[src/sv/ncp_pkg.sv]
// Shared types and constants of the nearest-color quantizer.
package ncp_pkg;

   localparam int unsigned ChanWidth  = 8;
   localparam int unsigned ColorWidth = 3 * ChanWidth;
   localparam int unsigned IdxWidth   = 8;
   localparam int unsigned NumEntries = 256;
   localparam int unsigned BaseCount  = 16;
   localparam int unsigned CubeSide   = 6;
   localparam int unsigned CubeStep   = 51;
   localparam int unsigned CubeCount  = CubeSide * CubeSide * CubeSide;
   localparam int unsigned GrayStart  = BaseCount + CubeCount;
   localparam int unsigned GrayFull   = 255;
   localparam int unsigned GrayDiv    = 25;
   localparam int unsigned NumRegs    = 6;
   localparam int unsigned RegWidth   = 64;
   localparam int unsigned RegIdxWidth = 3;
   localparam int unsigned DistWidth  = 10;
   localparam int unsigned MaxDist    = 3 * 255;
   localparam logic [DistWidth-1:0] DistInit = '1;

   typedef struct packed {
      logic                   valid;
      logic [ChanWidth-1:0]   red;
      logic [ChanWidth-1:0]   green;
      logic [ChanWidth-1:0]   blue;
      logic [DistWidth-1:0]   best_dist;
      logic [IdxWidth-1:0]    best_idx;
   } stage_type;

endpackage

[src/sv/ncp_cell.sv]
// One chain cell: compares the passing pixel against one palette entry.
module ncp_cell #(
   parameter logic [ncp_pkg::IdxWidth-1:0] Index = '0
) (
   input  logic                            clock,
   input  logic                            reset,
   input  logic                            advance,
   input  logic [ncp_pkg::ColorWidth-1:0]  entry_color,
   input  ncp_pkg::stage_type              stage_i,
   output ncp_pkg::stage_type              stage_o
);

   localparam int unsigned CW = ncp_pkg::ChanWidth;
   localparam int unsigned DW = ncp_pkg::DistWidth;

   ncp_pkg::stage_type stage_in;
   ncp_pkg::stage_type stage_ff;
   logic [CW-1:0] diff_r;
   logic [CW-1:0] diff_g;
   logic [CW-1:0] diff_b;
   logic [DW-1:0] dist_sum;
   logic [CW-1:0] ent_r;
   logic [CW-1:0] ent_g;
   logic [CW-1:0] ent_b;

   assign ent_r = entry_color[3*CW-1:2*CW];
   assign ent_g = entry_color[2*CW-1:CW];
   assign ent_b = entry_color[CW-1:0];

   always_comb begin
      diff_r = (stage_i.red   > ent_r) ? stage_i.red   - ent_r : ent_r - stage_i.red;
      diff_g = (stage_i.green > ent_g) ? stage_i.green - ent_g : ent_g - stage_i.green;
      diff_b = (stage_i.blue  > ent_b) ? stage_i.blue  - ent_b : ent_b - stage_i.blue;
      dist_sum = DW'(diff_r) + DW'(diff_g) + DW'(diff_b);
      stage_in = stage_i;
      if (dist_sum < stage_i.best_dist) begin
         stage_in.best_dist = dist_sum;
         stage_in.best_idx  = Index;
      end
   end

   always_ff @(posedge clock) begin
      if (reset) begin
         stage_ff.valid <= 1'b0;
      end else if (advance) begin
         stage_ff <= stage_in;
      end
   end

   assign stage_o = stage_ff;

endmodule

[config.mk]
export PLATFORM = sky130hd
export DESIGN_NAME = ncp_cell
export DESIGN_NICKNAME = d
export VERILOG_FILES = /design/src/sv/ncp_pkg.sv /design/src/sv/ncp_cell.sv
export SDC_FILE = /design/constraint.sdc
export NUM_CORES = 1
export LEC_CHECK = 0
export BUFFER_PORTS_ARGS = -buffer_cell sky130_fd_sc_hd__buf_2
export CORE_MARGIN = 3
export CORE_UTILIZATION = 25
export CTS_CLUSTER_SIZE = 12
export DETAILED_ROUTE_END_ITERATION = 12
export PLACE_DENSITY = 0.48
export SYNTH_ARGS = -nofsm -noshare
export SYNTH_HDL_FRONTEND = slang
export SYNTH_SLANG_ARGS = --single-unit
[constraint.sdc]
create_clock -name clock -period 10.1 [get_ports clock]
set_clock_uncertainty 0.2 [all_clocks]
set_input_delay 0 -clock clock [delete_from_list [all_inputs] [get_ports clock]]
set_output_delay 0 -clock clock [all_outputs]
set_load 0.02 [all_outputs]
==> results.tsv <==
metric	value	unit
vias in the first global route	3394	
RR Endpoint	stage_o[42]	
final hold vios	0	
Power Dens Cells	225	nW/um^2
Cells after Synth	423	
cells along the critical path	dlygate4sd3_1 -> buf_2 -> inv_1 -> ha_1 -> inv_1 -> fa_1 -> nand3_1 -> a21oi_2 -> o41ai_4 -> mux2i_1 -> xnor2_1 -> fa_1 -> inv_1 -> ha_1 -> a21o_1 -> a21oi_1 -> o221a_2 -> o211ai_1 -> ha_1 -> and4_1 -> a21oi_1 -> o211a_1 -> mux2_2	
Setup Fix Bufs, Post-CTS	0	
max_cap viols	0	
Worst R2R Path Depth	3	
max incr delay on CP	0.64	ns
Vias/cell	4.32	
DP HPWL	8620	um
DRT Wirelength	10600	um
post-synthesis instance area	4300	um^2
CP Capture Point	stage_o[14]	
via count	3422	
Seq/Total Area, Yosys	0.298	
antenna cells	0	
TNS Setup	0	ns
nets@finish	718	
asr flop ratio synth	0	
fin area	5640	um^2
hold crit path type	input port to flop	
EDFF count, synth	42	
status	completed	
Root Buffer	clkbuf_16	
chip height	137	um
initial antenna violation count	0	
Yosys reg bits	43	
CTS tree	built	
CP required	9.94	ns
critical path fanouts, max	18	
Largest register FFs	43	
Slew Limit Fails	0	
Horiz. Die Dim	137	um
crit path from	stage_i[26]	
TritonCTS Sinks	43	
clock latency reported for the late side of the worst-skew pair	0.29	ns
drt pass-1 iters	4	
routed len/inst	13.3	um
Post-CTS Hold Buffers	44	
Total Routing Usage GR	0.112	
H-tree levels	2	
Critical Path AT	6.00	ns
critical path's slowest cell	o41ai_4	
Worst VDD drop	0.122	mV
count of different cell masters after synthesis	49	
Die Area	18800	um^2
syn_area_per_cell	10.2	um^2
IO Count	113	
routability cong.	0.851	
layout overhead on the synthesized area	31.1	%
Worst Setup Start Kind	input port	
share of cells above drive strength 1	0.264	
Pleak	2.71	nW
Reg clk slew, reported paths	0.08	ns
RSZ-0062 raised after global routing	no	
Synth Net Count	569	
Post-DP Area	5050	um^2
relative slew slack	0.545	
Tcrit/Tclk final	0.610	
Least-Margin Pin Slew	0.680	ns
Worst path depth	23	
WP buf/inv	5	
Core Region	16700	um^2
grt ovf	0	
reg2reg start	stage_o[42]	
largest net degree at the start of global routing	43	
final worst path period need	6.16	ns
Initial Utilization	0.257	
first-pass GRT wire length	16400	um
quantity of gates resized following cts	0	
initial drt markers	60	
Site Rows	47	
# DRC	0	
Final Setup Violations	0	
Crit path max-delay family	compound AO/OA/AOI/OAI gates	
CTS Buf Count	5	
register-to-register setup slack	8.76	ns
Setup CP Type	input port to flop	
Post-DRT Antenna Nets	0	
fmax	0.162	GHz
Longest Clk Path Bufs	2	
Yosys warnings	0	
CP Capture Type	flop	
Main synth FF type	edfxtp_1	
PortBufs	112	
## cells in the mapped netlist, drive strengths merged (4+ instances only)
library cell,instances,share of area
nand3b,5,0.0087
xor2,13,0.026
a21oi,31,0.043
nand3,14,0.016
a31oi,9,0.013
fa,15,0.070
a21o,15,0.027
mux2i,16,0.037
nand2,18,0.016
nand4,6,0.0087
o21ai,7,0.0081
edfxtp,42,0.29
mux2,16,0.042
a211oi,9,0.016
buf,10,0.019
ha,61,0.18
xnor2,6,0.012
nor2b,13,0.019
nor2,4,0.0035
clkbuf,5,0.0044
inv,77,0.067
## cell usage in the layout (no fill, tap or decap), types with 4 or more instances in the layout
master	count
a211oi_1	9
nor2_1	4
nand3b_1	5
a31oi_1	9
mux2_2	15
mux2i_1	16
nand4_1	6
edfxtp_1	42
nor2b_1	12
ha_1	61
buf_2	112
xnor2_1	6
clkbuf_16	5
dlygate4sd3_1	44
a21o_1	13
nand2_1	18
o21ai_0	7
nand3_1	14
fa_1	15
inv_1	77
a21oi_1	27
xor2_1	13
## final cells by class
cell class	count	area [um^2]
Clock buffer	5	125
Clock inverter	3	23.8
Fill cell	1719	11100
Inverter	77	289
Multi-Input combinational cell	288	2640
Sequential cell	43	1280
Tap cell	220	275
Timing Repair Buffer	157	1010
## through the flow
stage	power (mW)	utilization	cells	hold WS (ns)	setup WS, ns
finish	1.27	0.338	793	0.231	3.94
global route	1.41	0.338	793	0.238	3.45
CTS	1.30	0.338	793	0.216	3.85
detailed placement	1.10	0.302	741	0.000276	4.13
global placement	1.08	0.302	741	-0.00448	4.24
floorplan	0.935	-	423	-0.128	4.98
## where the power goes
group	total, mW	switching, mW	internal [mW]
Clock	0.173	0.0800	0.0928
Sequential	0.282	0.00847	0.274
Combinational	0.814	0.442	0.372
## routing by layer
layer | vias to the layer above | wire, um | GRT usage
li1 | 1780 | - | -
met3 | 10 | 502 | 0.0243
met5 | - | 0 | 0
met2 | 83 | 4960 | 0.187
met1 | 1549 | 4940 | 0.144
met4 | 0 | 145 | 0.0333
## cells by family after synthesis
family | Yosys count | synth area share
multiplexers | 32 | 0.0791
flip-flops | 43 | 0.298
AND/OR/NAND/NOR | 70 | 0.0882
adder cells (fa/ha/maj) | 76 | 0.247
buffers and inverters | 92 | 0.0908
XOR/XNOR | 19 | 0.0387
AO/OA/AOI/OAI | 91 | 0.158
## worst min path at each step
stage                 from           to  cells after the start
6_report       stage_i[33]  stage_o[33]                      2
5_1_grt        stage_i[33]  stage_o[33]                      2
4_1_cts        stage_i[33]  stage_o[33]                      2
3_5_place_dp   stage_i[41]  stage_o[41]                      1
3_3_place_gp   stage_i[33]  stage_o[33]                      1
2_1_floorplan        reset  stage_o[42]                      1
No activity file was read; power rests on OpenSTA's default activity.
